[config.mk]
export PLATFORM = sky130hd
export DESIGN_NAME = windowed_adc_average_scaler
export DESIGN_NICKNAME = d
export VERILOG_FILES = /design/src/wads_pkg.sv /design/src/windowed_adc_average_scaler.sv
export SDC_FILE = /design/constraint.sdc
export NUM_CORES = 1
export LEC_CHECK = 0
export BUFFER_PORTS_ARGS = -buffer_cell sky130_fd_sc_hd__buf_4
export CELL_PAD_IN_SITES_DETAIL_PLACEMENT = 1
export CELL_PAD_IN_SITES_GLOBAL_PLACEMENT = 1
export CORE_UTILIZATION = 40
export CTS_CLUSTER_SIZE = 25
export DETAILED_ROUTE_END_ITERATION = 10
export PLACE_DENSITY_LB_ADDON = 0.1
export SLEW_MARGIN = 5
export SYNTH_ARGS = -nofsm -noshare
export SYNTH_HDL_FRONTEND = slang
export SYNTH_SLANG_ARGS = --single-unit
[constraint.sdc]
create_clock -name clk -period 10.18 [get_ports clk]
set_input_delay 2.545 -clock clk [delete_from_list [all_inputs] [get_ports clk]]
set_output_delay 2.545 -clock clk [all_outputs]
set_load 0.005 [all_outputs]
[src/wads_pkg.sv]
// ----------------------------------------------------------------------------
// Windowed ADC average scaler package
// Register indexes, field widths, reset values and the sequencer state type.
// ----------------------------------------------------------------------------
package wads_pkg;

	localparam int REG_IDX_BITS = 2;
	localparam int WIN_BITS     = 16;
	localparam int SCALE_BITS   = 24;
	localparam int OFS_BITS     = 16;
	localparam int MV_BITS      = 18;
	localparam int CNT_OUT_BITS = 16;
	localparam int OUT_BITS     = 40;
	localparam int FRAC_BITS    = 16;

	localparam logic [WIN_BITS-1:0]   WINDOW_RESET = 16'd500;
	localparam logic [SCALE_BITS-1:0] SCALE_RESET  = 24'd72090;
	localparam logic [OFS_BITS-1:0]   OFFSET_RESET = 16'd0;

	localparam logic [MV_BITS-1:0] MV_POS_LIMIT = 18'h1FFFF;
	localparam logic [MV_BITS-1:0] MV_NEG_LIMIT = 18'h30000;
	localparam logic [MV_BITS-1:0] MV_NEG_MAG   = 18'h10000;
	localparam logic [CNT_OUT_BITS-1:0] CNT_OUT_MAX = 16'hFFFF;

	typedef enum logic [REG_IDX_BITS-1:0] {
		REG_WINDOW_MS   = 2'd0,
		REG_MV_PER_STEP = 2'd1,
		REG_OFFSET_MV   = 2'd2
	} reg_idx_t;

	typedef enum logic [2:0] {
		ST_IDLE,
		ST_MUL,
		ST_DIV,
		ST_OFS,
		ST_RND
	} state_t;

endpackage

[src/windowed_adc_average_scaler.sv]
// ----------------------------------------------------------------------------
// Windowed ADC average scaler
// Accumulates ADC samples over a window of millisecond ticks and emits the
// rounded, calibrated window average in millivolts with the sample count.
// ----------------------------------------------------------------------------
//  Channel  Direction  Payload
//  s_*      in         tuser: mode (1 = tick), tdata: sample
//  m_*      out        tdata: millivolts, sample_count
//  cfg_*    in         cfg_index: register, cfg_data: value
//
// A tick or a sample that does not close the window is handled in the idle state.
// A sample that closes the window starts a bit-serial shift-add multiply by the
// scale, then a restoring division by the sample count, one quotient bit per cycle,
// then the offset add and the rounding step.
// The input waits while that item is in progress; a held result stalls only
// the final rounding step. Reset loads the register defaults and clears the state.
module windowed_adc_average_scaler #(
	parameter int SAMPLE_BITS = 10,
	parameter int COUNT_BITS  = 16
) (
	input  logic clk,
	input  logic arst_n,

	input  logic s_tvalid,
	output logic s_tready,
	// Bits from the lowest up: sample.
	input  logic [((SAMPLE_BITS+7)/8)*8-1:0] s_tdata,
	// Bits from the lowest up: mode.
	input  logic s_tuser,

	output logic m_tvalid,
	input  logic m_tready,
	// Bits from the lowest up: millivolts, sample_count.
	output logic [wads_pkg::OUT_BITS-1:0] m_tdata,

	input  logic cfg_valid,
	output logic cfg_ready,
	input  logic [wads_pkg::REG_IDX_BITS-1:0] cfg_index,
	input  logic [wads_pkg::SCALE_BITS-1:0] cfg_data
);

	localparam int SUM_BITS  = SAMPLE_BITS + COUNT_BITS;
	localparam int PROD_BITS = SUM_BITS + wads_pkg::SCALE_BITS;
	localparam int Y_BITS    = PROD_BITS + 2;
	localparam int STEP_BITS = $clog2(PROD_BITS);

	wads_pkg::state_t state_q, state_d;

	logic [wads_pkg::WIN_BITS-1:0]   window_q;
	logic [wads_pkg::SCALE_BITS-1:0] scale_q;
	logic [wads_pkg::OFS_BITS-1:0]   offset_q;

	logic [SUM_BITS-1:0]           sum_q;
	logic [COUNT_BITS-1:0]         cnt_q;
	logic [wads_pkg::WIN_BITS-1:0] elapsed_q;

	logic [STEP_BITS-1:0]            step_q;
	logic [PROD_BITS-1:0]            acc_q;
	logic [wads_pkg::SCALE_BITS-1:0] scl_q;
	logic [COUNT_BITS:0]             rem_q;
	logic [Y_BITS-1:0]               y_q;

	logic                          m_tvalid_q;
	logic [wads_pkg::OUT_BITS-1:0] m_tdata_q;

	logic                in_take;
	logic                is_tick;
	logic                emit;
	logic [SUM_BITS:0]   sum_add;
	logic [SUM_BITS-1:0] sum_new;
	logic [COUNT_BITS-1:0] cnt_new;
	logic                step_done;
	logic                out_free;

	logic [COUNT_BITS:0]   rem_sh;
	logic [COUNT_BITS+1:0] trial;

	logic [Y_BITS-1:0]        ofs_ext;
	logic [Y_BITS-1:0]        rnd_t;
	logic [Y_BITS-17:0]       mag;
	logic [wads_pkg::MV_BITS-1:0] mv;
	logic [wads_pkg::CNT_OUT_BITS-1:0] cnt_out;

	assign cfg_ready = 1'b1;
	assign s_tready  = (state_q == wads_pkg::ST_IDLE);
	assign m_tvalid  = m_tvalid_q;
	assign m_tdata   = m_tdata_q;

	assign in_take   = s_tvalid && s_tready;
	assign is_tick   = s_tuser;
	assign emit      = in_take && !is_tick && (elapsed_q > window_q);
	assign step_done = (step_q == '0);
	assign out_free  = !m_tvalid_q || m_tready;

	assign sum_add = {1'b0, sum_q} + (SUM_BITS+1)'(s_tdata[SAMPLE_BITS-1:0]);
	assign sum_new = sum_add[SUM_BITS] ? {SUM_BITS{1'b1}} : sum_add[SUM_BITS-1:0];
	assign cnt_new = (&cnt_q) ? cnt_q : cnt_q + 1'b1;

	assign rem_sh = {rem_q[COUNT_BITS-1:0], acc_q[PROD_BITS-1]};
	assign trial  = {1'b0, rem_sh} - {2'b00, cnt_q};

	assign ofs_ext = {{(Y_BITS-wads_pkg::OFS_BITS-wads_pkg::FRAC_BITS){offset_q[wads_pkg::OFS_BITS-1]}},
		offset_q, {wads_pkg::FRAC_BITS{1'b0}}};

	always_comb begin
		if (y_q[Y_BITS-1]) begin
			rnd_t = ~y_q + Y_BITS'(32769) - Y_BITS'(rem_q != '0);
		end else begin
			rnd_t = y_q + Y_BITS'(32768);
		end
		mag = rnd_t[Y_BITS-1:wads_pkg::FRAC_BITS];
		if (y_q[Y_BITS-1]) begin
			if (mag > (Y_BITS-16)'(wads_pkg::MV_NEG_MAG)) begin
				mv = wads_pkg::MV_NEG_LIMIT;
			end else begin
				mv = '0 - mag[wads_pkg::MV_BITS-1:0];
			end
		end else begin
			if (mag > (Y_BITS-16)'(wads_pkg::MV_POS_LIMIT)) begin
				mv = wads_pkg::MV_POS_LIMIT;
			end else begin
				mv = mag[wads_pkg::MV_BITS-1:0];
			end
		end
		if ((cnt_q >> wads_pkg::CNT_OUT_BITS) != '0) begin
			cnt_out = wads_pkg::CNT_OUT_MAX;
		end else begin
			cnt_out = wads_pkg::CNT_OUT_BITS'(cnt_q);
		end
	end

	always_comb begin
		state_d = state_q;
		unique case (state_q)
			wads_pkg::ST_IDLE: begin
				if (emit) begin
					state_d = wads_pkg::ST_MUL;
				end
			end
			wads_pkg::ST_MUL: begin
				if (step_done) begin
					state_d = wads_pkg::ST_DIV;
				end
			end
			wads_pkg::ST_DIV: begin
				if (step_done) begin
					state_d = wads_pkg::ST_OFS;
				end
			end
			wads_pkg::ST_OFS: begin
				state_d = wads_pkg::ST_RND;
			end
			wads_pkg::ST_RND: begin
				if (out_free) begin
					state_d = wads_pkg::ST_IDLE;
				end
			end
			default: begin
				state_d = wads_pkg::ST_IDLE;
			end
		endcase
	end

	always_ff @(posedge clk or negedge arst_n) begin
		if (!arst_n) begin
			state_q <= wads_pkg::ST_IDLE;
		end else begin
			state_q <= state_d;
		end
	end

	always_ff @(posedge clk or negedge arst_n) begin
		if (!arst_n) begin
			window_q <= wads_pkg::WINDOW_RESET;
			scale_q  <= wads_pkg::SCALE_RESET;
			offset_q <= wads_pkg::OFFSET_RESET;
		end else if (cfg_valid && cfg_ready) begin
			unique case (cfg_index)
				wads_pkg::REG_WINDOW_MS:   window_q <= cfg_data[wads_pkg::WIN_BITS-1:0];
				wads_pkg::REG_MV_PER_STEP: scale_q  <= cfg_data;
				wads_pkg::REG_OFFSET_MV:   offset_q <= cfg_data[wads_pkg::OFS_BITS-1:0];
				default: begin
				end
			endcase
		end
	end

	always_ff @(posedge clk or negedge arst_n) begin
		if (!arst_n) begin
			sum_q      <= '0;
			cnt_q      <= '0;
			elapsed_q  <= '0;
			step_q     <= '0;
			m_tvalid_q <= 1'b0;
		end else begin
			if ((state_q == wads_pkg::ST_RND) && out_free) begin
				m_tvalid_q <= 1'b1;
			end else if (m_tvalid_q && m_tready) begin
				m_tvalid_q <= 1'b0;
			end
			unique case (state_q)
				wads_pkg::ST_IDLE: begin
					if (in_take) begin
						if (is_tick) begin
							if (!(&elapsed_q)) begin
								elapsed_q <= elapsed_q + 1'b1;
							end
						end else begin
							sum_q <= sum_new;
							cnt_q <= cnt_new;
							if (emit) begin
								elapsed_q <= '0;
								step_q    <= STEP_BITS'(wads_pkg::SCALE_BITS - 1);
							end
						end
					end
				end
				wads_pkg::ST_MUL: begin
					step_q <= step_done ? STEP_BITS'(PROD_BITS - 1) : step_q - 1'b1;
				end
				wads_pkg::ST_DIV: begin
					if (!step_done) begin
						step_q <= step_q - 1'b1;
					end
				end
				wads_pkg::ST_OFS: begin
				end
				wads_pkg::ST_RND: begin
					if (out_free) begin
						sum_q      <= '0;
						cnt_q      <= '0;
					end
				end
				default: begin
				end
			endcase
		end
	end

	always_ff @(posedge clk) begin
		case (state_q)
			wads_pkg::ST_IDLE: begin
				acc_q <= '0;
				rem_q <= '0;
				scl_q <= scale_q;
			end
			wads_pkg::ST_MUL: begin
				acc_q <= {acc_q[PROD_BITS-2:0], 1'b0}
					+ (scl_q[wads_pkg::SCALE_BITS-1] ? PROD_BITS'(sum_q) : '0);
				scl_q <= {scl_q[wads_pkg::SCALE_BITS-2:0], 1'b0};
			end
			wads_pkg::ST_DIV: begin
				if (trial[COUNT_BITS+1]) begin
					rem_q <= rem_sh;
					acc_q <= {acc_q[PROD_BITS-2:0], 1'b0};
				end else begin
					rem_q <= trial[COUNT_BITS:0];
					acc_q <= {acc_q[PROD_BITS-2:0], 1'b1};
				end
			end
			wads_pkg::ST_OFS: begin
				y_q <= {2'b00, acc_q} + ofs_ext;
			end
			wads_pkg::ST_RND: begin
				if (out_free) begin
					m_tdata_q <= {{(wads_pkg::OUT_BITS-wads_pkg::MV_BITS-wads_pkg::CNT_OUT_BITS){1'b0}},
						cnt_out, mv};
				end
			end
			default: begin
			end
		endcase
	end

	a_emit_starts_mul: assert property (@(posedge clk) disable iff (!arst_n)
		emit |=> (state_q == wads_pkg::ST_MUL))
		else $error("A window close did not start the multiply.");

	a_busy_count_nonzero: assert property (@(posedge clk) disable iff (!arst_n)
		(state_q != wads_pkg::ST_IDLE) |-> (cnt_q != '0))
		else $error("Division started with a zero sample count.");

	a_result_count_nonzero: assert property (@(posedge clk) disable iff (!arst_n)
		$rose(m_tvalid_q) |-> (m_tdata_q[wads_pkg::MV_BITS +: wads_pkg::CNT_OUT_BITS] != '0))
		else $error("A result carries a zero sample count.");

	a_result_clears_window: assert property (@(posedge clk) disable iff (!arst_n)
		(state_q == wads_pkg::ST_RND) && out_free |=> (sum_q == '0) && (cnt_q == '0))
		else $error("Window state was not cleared after a result.");

endmodule

# ---- Yosys cells after proc, flatten, opt, wreduce, memory -nomap -nowiden
# Cells that the tools add are included.
dict set report op_classes {
  n_reduce_logical 29
  add_sub_neg 11
  n_lt_le_gt_ge 3
  n_shift 0
  bitwise 1
  n_mux 36
  mul 0
  eq_ne 15
  div 0
}
# operator n
set ops {}
lappend ops {{one-hot mux 50 bit (3 select lines)} 1}
lappend ops {{two-way mux 26 bit} 5}
lappend ops {{two-way mux 16 bit} 7}
lappend ops {{adder 52 x 16 -> 52 bit, second input constant} 2}
lappend ops {{greater-than comparator 36 x 17 -> 1 bit, second input constant} 2}
lappend ops {{two-way mux 18 bit} 3}
lappend ops {{adder 51 x 32 -> 52 bit} 1}
lappend ops {{two-way mux 52 bit} 1}
lappend ops {{inverter 52 bit} 1}
lappend ops {{one-hot mux 26 bit (2 select lines)} 1}
lappend ops {{subtractor 52 x 1 -> 52 bit} 1}
lappend ops {{adder 50 x 26 -> 50 bit} 1}
lappend ops {{one-hot mux 24 bit (2 select lines)} 1}
lappend ops {{one-hot mux 17 bit (2 select lines)} 1}
lappend ops {{adder 16 x 1 -> 16 bit, second input constant} 2}
lappend ops {{one-hot mux 16 bit (2 select lines)} 1}
lappend ops {{AND reduction 16 bit} 2}
lappend ops {{two-way mux 6 bit} 5}
lappend ops {{adder 26 x 10 -> 27 bit} 1}
lappend ops {{one-hot mux 6 bit (3 select lines)} 1}
lappend ops {{subtractor 1 x 18 -> 18 bit, first input constant} 1}
lappend ops {{subtractor 17 x 16 -> 18 bit} 1}
lappend ops {{two-way mux 17 bit} 1}
lappend ops {{nonzero test 17 bit} 1}
lappend ops {{other kinds (23)} 51}
dict set report word_totals {
  inputBits 48
  word_cells 109
  ramBits 0
  register_bits 301
  output_inout_bits 43
  latchBits 0
  mem_bits_ro 0
  mem_count 0
}

# ---- Longest topological paths before layout
# Gate-level depths: netlist of run 1.
dict set report logic_depth {
  word_depth 8
  depth_mapped 17
  mapped_depth_nobuf 15
}

# ---- Worst setup path after synthesis of run 1
# Ideal clock, no wire load.
dict set report synth_path {
  kind {input to register}
  start {input port s_tdata[0]}
  end {register sum_q[19]}
  n_path_buf 2
  stages 16
  required_ps 10046
  setup_time_ps 134
  arrival_ps 5307
  slack_ps 4738
  cell_sequence {ha_1 -> fa_1 -> a21o_1 -> a21oi_1 -> o21bai_1 -> a21oi_1 -> o21bai_1 -> a21oi_1 -> o21bai_1 -> a21oi_1 -> and4b_1 -> clkbuf_1 -> and3_1 -> clkbuf_1 -> a31oi_1 -> o21ai_0}
}
dict set report synth_via {
  elab_chain_len 5
}
# item line
set synth_rtl {}
lappend synth_rtl {{from (decl)} windowed_adc_average_scaler.sv:27} ;# input logic [((SAMPLE_BITS+7)/8)*8-1:0] s_tdata,
lappend synth_rtl {{adder 26 x 10 -> 27 bit} windowed_adc_average_scaler.sv:95} ;# assign sum_add = {1'b0, sum_q} + (SUM_BITS+1)'(s_tdata[SAMPLE_BITS-1:0]);
lappend synth_rtl {{two-way mux 26 bit} windowed_adc_average_scaler.sv:96} ;# assign sum_new = sum_add[SUM_BITS] ? {SUM_BITS{1'b1}} : sum_add[SUM_BITS-1:0];
lappend synth_rtl {{two-way mux 26 bit} windowed_adc_average_scaler.sv:204} ;# if (is_tick) begin
lappend synth_rtl {{two-way mux 26 bit} windowed_adc_average_scaler.sv:203} ;# if (in_take) begin
lappend synth_rtl {{one-hot mux 26 bit (2 select lines)} windowed_adc_average_scaler.sv:201} ;# unique case (state_q)
lappend synth_rtl {{to (signal assigned)} windowed_adc_average_scaler.sv:209} ;# sum_q <= sum_new;
lappend synth_rtl {{to (decl)} windowed_adc_average_scaler.sv:53} ;# logic [SUM_BITS-1:0] sum_q;
# Every way passes these cells. The select of a mux whose other input is x is not followed.
# A chain may end at the register's enable or synchronous reset.

# ---- Worst setup path in the final report of run 1
dict set report layout_path {
  start {input port s_tdata[0]}
  end {register sum_q[22]}
}
# Same word-level chain as after synthesis.

==> qor.csv, run 1 <==
stage,metric,value,unit
run_status,status,"complete, no violations",
synth,Synth Area in Compound Gates,18.49,%
worst_setup_path,Arrival @ worst endpoint,6070,ps
synth,multiplexer share of the synthesized area,2.886,%
routing,Antenna Nets Post-Route,0,
clock_tree,clock transition at the registers of the reported paths,60,ps
synth,Synth Area in Simple Gates,17.97,%
worst_setup_path,startpoint types,input port,
worst_setup_path,CP max FO,21,
grt,Total Routing Usage GR,20.60,%
grt,GRT overflow,0,
routing,vias per inst,5.614,
timing,"crit path setup slack, layout",4496,ps
synth,Most used DFF post-synth,edfxtp_1,
worst_setup_path,largest delay contributor family on the critical path,compound AO/OA/AOI/OAI gates,
die,I/O Pins,91,
run,max cap viols,0,
final_layout,Register Area,0.008436,sq mm
clock_tree,Root Buffer,clkbuf_16,
worst_setup_path,Reg-to-Reg End,m_tdata[17]$_DFFE_PP_,
worst_setup_path,CP endpoint kind,register,
placement,IO buf count,77,
worst_setup_path,WP buf/inv,1,
power,Logic pwr share,20.5,%
timing,RSZ-0062 raised after global routing,no,
timing,clock skew,44.91,ps
clock_tree,worst skew pair latency,570,ps
die,Die H,235.9,microns
power,switching share of power,28.90,%
die,Core ar.,0.05392,sq mm
worst_setup_path,Slowest Stage Delay on Critical Path,520,ps
timing,Slew HR,28.26,%
worst_setup_path,Crit path top cell by count,a21oi_1,
min_path,Hold Path Class,reg -> reg,
placement,Place WS,3966,ps
power,Final Power,3627,uW
grt,grt met1 use,28.01,%
placement,DP HPWL,43490,microns
worst_setup_path,Slowest cell on crit path,and3_1,
worst_setup_path,crit-path cells,"buf_4, ha_1, fa_1, a21o_1, a21oi_1, o21bai_1, a21oi_1, o21bai_1, a21oi_1, o21bai_1, a21oi_1, and4b_1, and3_1, a21oi_1, o221ai_1",
final_layout,"most common cell after layout, fill and taps aside",nand2_1,
die,Rows,85,
final_layout,fillcell total,6150,
worst_setup_path,Reg2Reg Depth,13,
clock_tree,CTS resizes,0,
grt,largest net degree at the start of global routing,66,
synth,Mean Syn Cell Area,9.187,sq um
clock_tree,CTS HTree Levels,2,
clock_tree,clock buffer depth,3,
power,Switching Power,1048,uW
clock_tree,Post-CTS Hold Fix Bufs,0,
power,pwr/cell area,148.7,mW/mm^2
synth,synth unique cells,92,
synth,asr flop ratio synth,41.20,%
clock_tree,CTS Buf Count,37,
final_layout,Area growth syn-to-layout,11.38,%
timing,Final Cycle Share,55.83,%
timing,Fmax,0.1759,GHz
routing,drt drc,0,
worst_setup_path,worst path required time,10560,ps
clock_tree,CTS tree,built,
final_layout,"commonest non-fill, non-tap cells in the layout","nand2_1 (281), ha_1 (194), edfxtp_1 (177)",
final_layout,# diodes,0,
die,initial core utilization,40.60,%
grt,met2 GRT Util,34.52,%
synth,adder-cell area share of the yosys netlist,11.45,%
synth,main combinational cell family by area after synthesis,compound AO/OA/AOI/OAI gates,
final_layout,Finished Layout Cells,3159,
power,Int Power,2579,uW
grt,first-pass GRT wire length,94570,microns
timing,# setup viols final,0,
timing,Worst-Margin Slew,1059,ps
timing,Final Slew Violations,0,
grt,met3 global-route usage,2.259,%
synth,number of enable flip-flop cells after synthesis,177,
synth,YS warnings,0,
routing,final WL,57250,microns
min_path,worst hold path endpoint,m_tdata[33]$_DFFE_PP_,
final_layout,area of the multi-input gates,0.01251,sq mm
synth,post-synthesis xor/xnor area fraction,6.001,%
placement,placed cells,3092,
worst_setup_path,flop-to-flop setup slack,4850,ps
clock_tree,clock sinks,301,
placement,routability cong.,0.8523,
power,leakage,0.01062,uW
power,clock network power share,37.4,%
timing,total negative slack,0,ps
final_layout,layout cells sized above 1,10.07,%
routing,Iter 0 DRT Violations,749,
min_path,Hold Crit Depth,0,
synth,Post-Syn Area,0.02189,sq mm
die,die extent in x,235.9,microns
routing,drt first pass iters,5,
final_layout,Finished Core Util,45.22,%
min_path,Hold Startpoint,cnt_out[15]$_DFFE_PN0P_,
synth,Post-Synthesis Cells,2383,
power,Max rail drop VDD,0.1114,mV
grt,layer with the highest usage,met2,
die,DIE AREA,0.05567,sq mm
power,Sequential Power Share,42.1,%
worst_setup_path,Crit. Startpoint,s_tdata[0],
worst_setup_path,reg2reg start,y_q[19]$_DFFE_PP_,
routing,via count,17740,
synth,sequential area share after synthesis,38.53,%
timing,"Min Clock Period, post-route",5684,ps
grt,initial antenna violation count,0,
worst_setup_path,CP Class,in -> reg,
grt,vias in the first global route,18230,
final_layout,Final nets,2681,
timing,Final Hold Viols,0,
routing,routed len/inst,18.12,microns
synth,Yosys reg bits,301,
clock_tree,Post-CTS Setup Inserts,0,
-- how the worst max path moves through the flow --
stage                            endpoint  slack (ps)  cells after the start
floorplan           sum_q[19]$_DFFE_PN0P_        4740                     16
global placement    sum_q[22]$_DFFE_PN0P_        4100                     15
detailed placement  sum_q[12]$_DFFE_PN0P_        3970                     15
CTS                 sum_q[22]$_DFFE_PN0P_        4510                     15
global route        sum_q[23]$_DFFE_PN0P_        4230                     15
finish              sum_q[22]$_DFFE_PN0P_        4500                     15
-- power by group through the flow --
| stage | registers [uW] | logic [uW] | clock network (uW) |
|---|---|---|---|
| 2_1_floorplan | 1510 | 566 | 0 |
| 3_3_place_gp | 1540 | 718 | 0 |
| 3_5_place_dp | 1550 | 748 | 0 |
| 4_1_cts | 1530 | 755 | 1400 |
| 5_1_grt | 1540 | 843 | 1440 |
| 6_report | 1530 | 743 | 1360 |
-- synthesized netlist by cell type, types with 14 or more instances --
| master | n | area share [%] |
|---|---|---|
| dfstp_2 | 14 | 1.7 |
| nor4_1 | 26 | 0.74 |
| o21a_1 | 25 | 0.86 |
| a31oi_1 | 52 | 1.5 |
| nor3_1 | 65 | 1.5 |
| or3_1 | 23 | 0.66 |
| and2_1 | 41 | 1.2 |
| xor2_1 | 38 | 1.5 |
| xnor2_1 | 112 | 4.5 |
| and3_1 | 42 | 1.2 |
| nand4_1 | 35 | 1.0 |
| a21oi_1 | 141 | 3.2 |
| mux2_2 | 41 | 2.1 |
| nor2b_1 | 20 | 0.57 |
| dfrtp_1 | 110 | 13 |
| inv_1 | 150 | 2.6 |
| o21ai_0 | 160 | 3.7 |
| nor2_1 | 152 | 2.6 |
| edfxtp_1 | 177 | 24 |
| o31ai_1 | 17 | 0.58 |
| nand3_1 | 53 | 1.2 |
| o21bai_1 | 23 | 0.79 |
| mux2i_1 | 17 | 0.78 |
| a21o_1 | 65 | 2.2 |
| nand2_1 | 281 | 4.8 |
| buf_4 | 17 | 0.58 |
| clkbuf_1 | 52 | 0.89 |
| o211ai_1 | 19 | 0.65 |
| ha_1 | 194 | 11 |
-- layer usage --
metal,vias to the layer above,share of wire (%)
li1,8763,-
met1,8688,49
met2,213,46
met3,72,2.7
met4,0,2.5
met5,-,0
-- cell type report --
cell class | instances | area share, %
Clock buffer | 54 | 4.603
Clock inverter | 13 | 0.5901
Inverter | 151 | 2.324
Multi-Input combinational cell | 1847 | 51.32
Sequential cell | 301 | 34.59
Tap cell | 696 | 3.571
Timing Repair Buffer | 97 | 3.002
-- registers in the layout, indices dropped and copies added, names as in the netlist, 17 cells and up --
signal	count
y_q	52
acc_q	50
m_tdata	34
sum_q	26
scale_q	24
scl_q	24
rem_q	17
-- logic make-up (layout without fill, tap and decap cells) --
family,Yosys count,in the layout
fa+ha+maj,198,198
xor+xnor,150,150
compound gates,629,629
buf+inv,240,315
flops,301,301
other cells,2,7
mux,58,58
simple gates,805,805
-- metrics by stage --
stage | instance area [sq um] | hold slack, ps
after CTS | 24380 | 455.6
after global routing | 24380 | 475.4
after detailed placement | 23120 | 441.6
final | 24380 | 452.1
after global placement | 23120 | 434.0
after floorplan | 21910 | 424.9
No activity file was read; power rests on OpenSTA's default activity.
==> run 2: changes to the inputs <==
==> constraint.sdc (replaced) <==
create_clock -name clk -period 4.91 [get_ports clk]
set_input_delay 1.2275 -clock clk [delete_from_list [all_inputs] [get_ports clk]]
set_output_delay 1.2275 -clock clk [all_outputs]
set_load 0.005 [all_outputs]
==> run 2 against run 1 <==
Register-to-register slack lost 4600 ps. Highest routed layer unchanged. Count of clock-buffer cells in the layout shrank 5. Critical endpoint is now m_tdata[15]$_DFFE_PP_. Critical path type is now reg -> reg. Design area grew 0.65%.
==> qor.csv, run 2 (same netlist as run 1, synthesis figures left out) <==
stage,metric,value,unit,change
final_layout,"most common cell after layout, fill and taps aside",nand2_1,,unchanged
routing,routed len/inst,18.10,microns,was 18.12 microns
clock_tree,clock buffer depth,3,,unchanged
worst_setup_path,CP endpoint kind,register,,unchanged
final_layout,max reg flops,52,,unchanged
die,Die H,235.9,microns,unchanged
power,pwr/cell area,301.9,mW/mm^2,was 148.7 mW/mm^2
routing,final WL,57720,microns,"was 57,250 microns"
grt,first-pass GRT wire length,95230,microns,"was 94,570 microns"
worst_setup_path,largest delay contributor family on the critical path,simple AND/OR/NAND/NOR gates,,was compound AO/OA/AOI/OAI gates
die,I/O Pins,91,,unchanged
final_layout,Top reg by flops,y_q,,unchanged
timing,Final Hold Viols,0,,unchanged
worst_setup_path,Reg2Reg Depth,15,,was 13
final_layout,"commonest non-fill, non-tap cells in the layout","nand2_1 (280), ha_1 (194), edfxtp_1 (177)",,"was nand2_1 (281), ha_1 (194), edfxtp_1 (177)"
clock_tree,clock transition at the registers of the reported paths,60,ps,about the same
clock_tree,clock sinks,301,,unchanged
routing,drt first pass iters,5,,unchanged
power,leakage,0.01074,uW,was 0.01062 uW
power,Max rail drop VDD,0.2158,mV,was 0.1114 mV
worst_setup_path,worst path required time,5200,ps,"was 10,560 ps"
timing,Final Slew Violations,0,,unchanged
grt,initial antenna violation count,0,,unchanged
run_status,status,"complete, no violations",,unchanged
placement,IO buf count,77,,unchanged
die,Core ar.,0.05392,sq mm,unchanged
clock_tree,CTS HTree Levels,2,,unchanged
timing,RSZ-0062 raised after global routing,no,,unchanged
timing,clock skew,17.14,ps,was 44.91 ps
final_layout,layout cells sized above 1,11.07,%,was 10.07%
timing,"Min Clock Period, post-route",4654,ps,
clock_tree,CTS Buf Count,37,,unchanged
routing,Iter 0 DRT Violations,872,,was 749
clock_tree,CTS resizes,0,,unchanged
worst_setup_path,reg2reg start,y_q[20]$_DFFE_PP_,,was y_q[19]$_DFFE_PP_
final_layout,Finished Cell Area,0.02454,sq mm,was 0.02438 sq mm
timing,# setup viols final,0,,unchanged
worst_setup_path,startpoint types,register,,was input port
timing,Fmax,0.2148,GHz,
die,die extent in x,235.9,microns,unchanged
run,max cap viols,0,,unchanged
worst_setup_path,flop-to-flop setup slack,260,ps,was 4850 ps
worst_setup_path,Slowest Stage Delay on Critical Path,540,ps,was 520 ps
timing,Slew HR,19.63,%,was 28.26%
grt,largest net degree at the start of global routing,66,,unchanged
worst_setup_path,CP Class,reg -> reg,,was in -> reg
routing,via count,17800,,"was 17,740"
worst_setup_path,crit-path cells,"inv_1, ha_1, and3_1, nand3_1, or4b_1, a31o_1, a21oi_2, o211a_1, o31ai_1, nand4b_1, a211o_1, or4_1, buf_4, o31ai_1, o31ai_1",,"was buf_4, ha_1, fa_1, a21o_1, a21oi_1, o21bai_1, a21oi_1, o21bai_1, a21oi_1, o21bai_1, a21oi_1, and4b_1, and3_1, a21oi_1, o221ai_1"
routing,Antenna Nets Post-Route,0,,unchanged
timing,Final Cycle Share,94.79,%,
min_path,worst hold path endpoint,m_tdata[33]$_DFFE_PP_,,unchanged
placement,DP HPWL,44140,microns,"was 43,490 microns"
timing,Worst-Margin Slew,1202,ps,was 1059 ps
clock_tree,Post-CTS Setup Inserts,0,,unchanged
final_layout,Final nets,2710,,"was 2,681"
clock_tree,Post-CTS Hold Fix Bufs,0,,unchanged
placement,routability cong.,0.8618,,was 0.8523
worst_setup_path,Reg-to-Reg End,m_tdata[15]$_DFFE_PP_,,was m_tdata[17]$_DFFE_PP_
routing,drt drc,0,,unchanged
clock_tree,CTS tree,built,,unchanged
worst_setup_path,Crit path top cell by count,o31ai_1,,was a21oi_1
worst_setup_path,CP max FO,16,,was 21
placement,placed cell area,0.02334,sq mm,was 0.02312 sq mm
die,Rows,85,,unchanged
worst_setup_path,WP buf/inv,2,,was 1
min_path,Hold Crit Depth,0,,unchanged
die,initial core utilization,40.60,%,unchanged
routing,vias per inst,5.582,,was 5.614
final_layout,Area growth syn-to-layout,12.11,%,was 11.38%
die,DIE AREA,0.05567,sq mm,unchanged
worst_setup_path,Slowest cell on crit path,or4b_1,,was and3_1
worst_setup_path,Arrival @ worst endpoint,4950,ps,was 6070 ps
clock_tree,worst skew pair latency,560,ps,was 570 ps
final_layout,# diodes,0,,unchanged
grt,GRT overflow,0,,unchanged
min_path,Hold Startpoint,cnt_out[15]$_DFFE_PN0P_,,unchanged
timing,total negative slack,0,ps,unchanged
clock_tree,Root Buffer,clkbuf_16,,unchanged
grt,Total Routing Usage GR,20.77,%,was 20.60%
grt,vias in the first global route,18400,,"was 18,230"
min_path,Hold Path Class,reg -> reg,,unchanged
[run 2: cell count changes in the layout (fill, tap and decap cells not counted), sizes merged]
| cell | change |
|---|---|
| clkinvlp | -2 |
| buf | +29 |
| inv | +2 |
| clkbuf | -5 |
| clkinv | +6 |
[run 2: where the power goes]
group	internal (uW)	switching (uW)
clock network	1550	1150
registers	2950	199
logic	706	862
total	5200	2210
[run 2: metrics by stage]
step	cells	util, %	power [uW]	setup WS, ps	hold slack (ps)
finish	3189	45.52	7410	255.6	457.7
global route	3189	45.52	7819	31.16	475.0
CTS	3189	45.49	7521	140.8	458.6
detailed placement	3121	43.28	4765	154.8	435.2
global placement	3121	43.28	4700	339.3	434.2
floorplan	2388	-	4296	747.6	424.9
[run 2: worst max path at each step]
| stage | to | cells past startpoint | slack, ps | start |
|---|---|---|---|---|
| floorplan | m_tdata[16]$_DFFE_PP_ | 15 | 750 | y_q[17]$_DFFE_PP_ |
| detailed placement | m_tdata[14]$_DFFE_PP_ | 15 | 150 | y_q[3]$_DFFE_PP_ |
| global placement | m_tdata[13]$_DFFE_PP_ | 15 | 340 | y_q[3]$_DFFE_PP_ |
| CTS | acc_q[36]$_DFFE_PN_ | 15 | 140 | scl_q[23]$_DFFE_PN_ |
| finish | m_tdata[15]$_DFFE_PP_ | 15 | 260 | y_q[20]$_DFFE_PP_ |
| global route | m_tdata[15]$_DFFE_PP_ | 15 | 30 | y_q[23]$_DFFE_PP_ |
[run 2: area by class of cell]
class	count	area [sq um]
Clock buffer	49	991.0
Clock inverter	19	200.2
Fill cell	6171	29380
Inverter	151	566.8
Multi-Input combinational cell	1847	12530
Sequential cell	301	8436
Tap cell	696	870.8
Timing Repair Buffer	126	949.7
[run 2: routing by layer]
layer | global-route usage, % | routed length, microns
met1 | 28.30 | 28120
met2 | 34.70 | 26780
met3 | 2.657 | 1671
met4 | 5.367 | 1145
met5 | 0 | 0
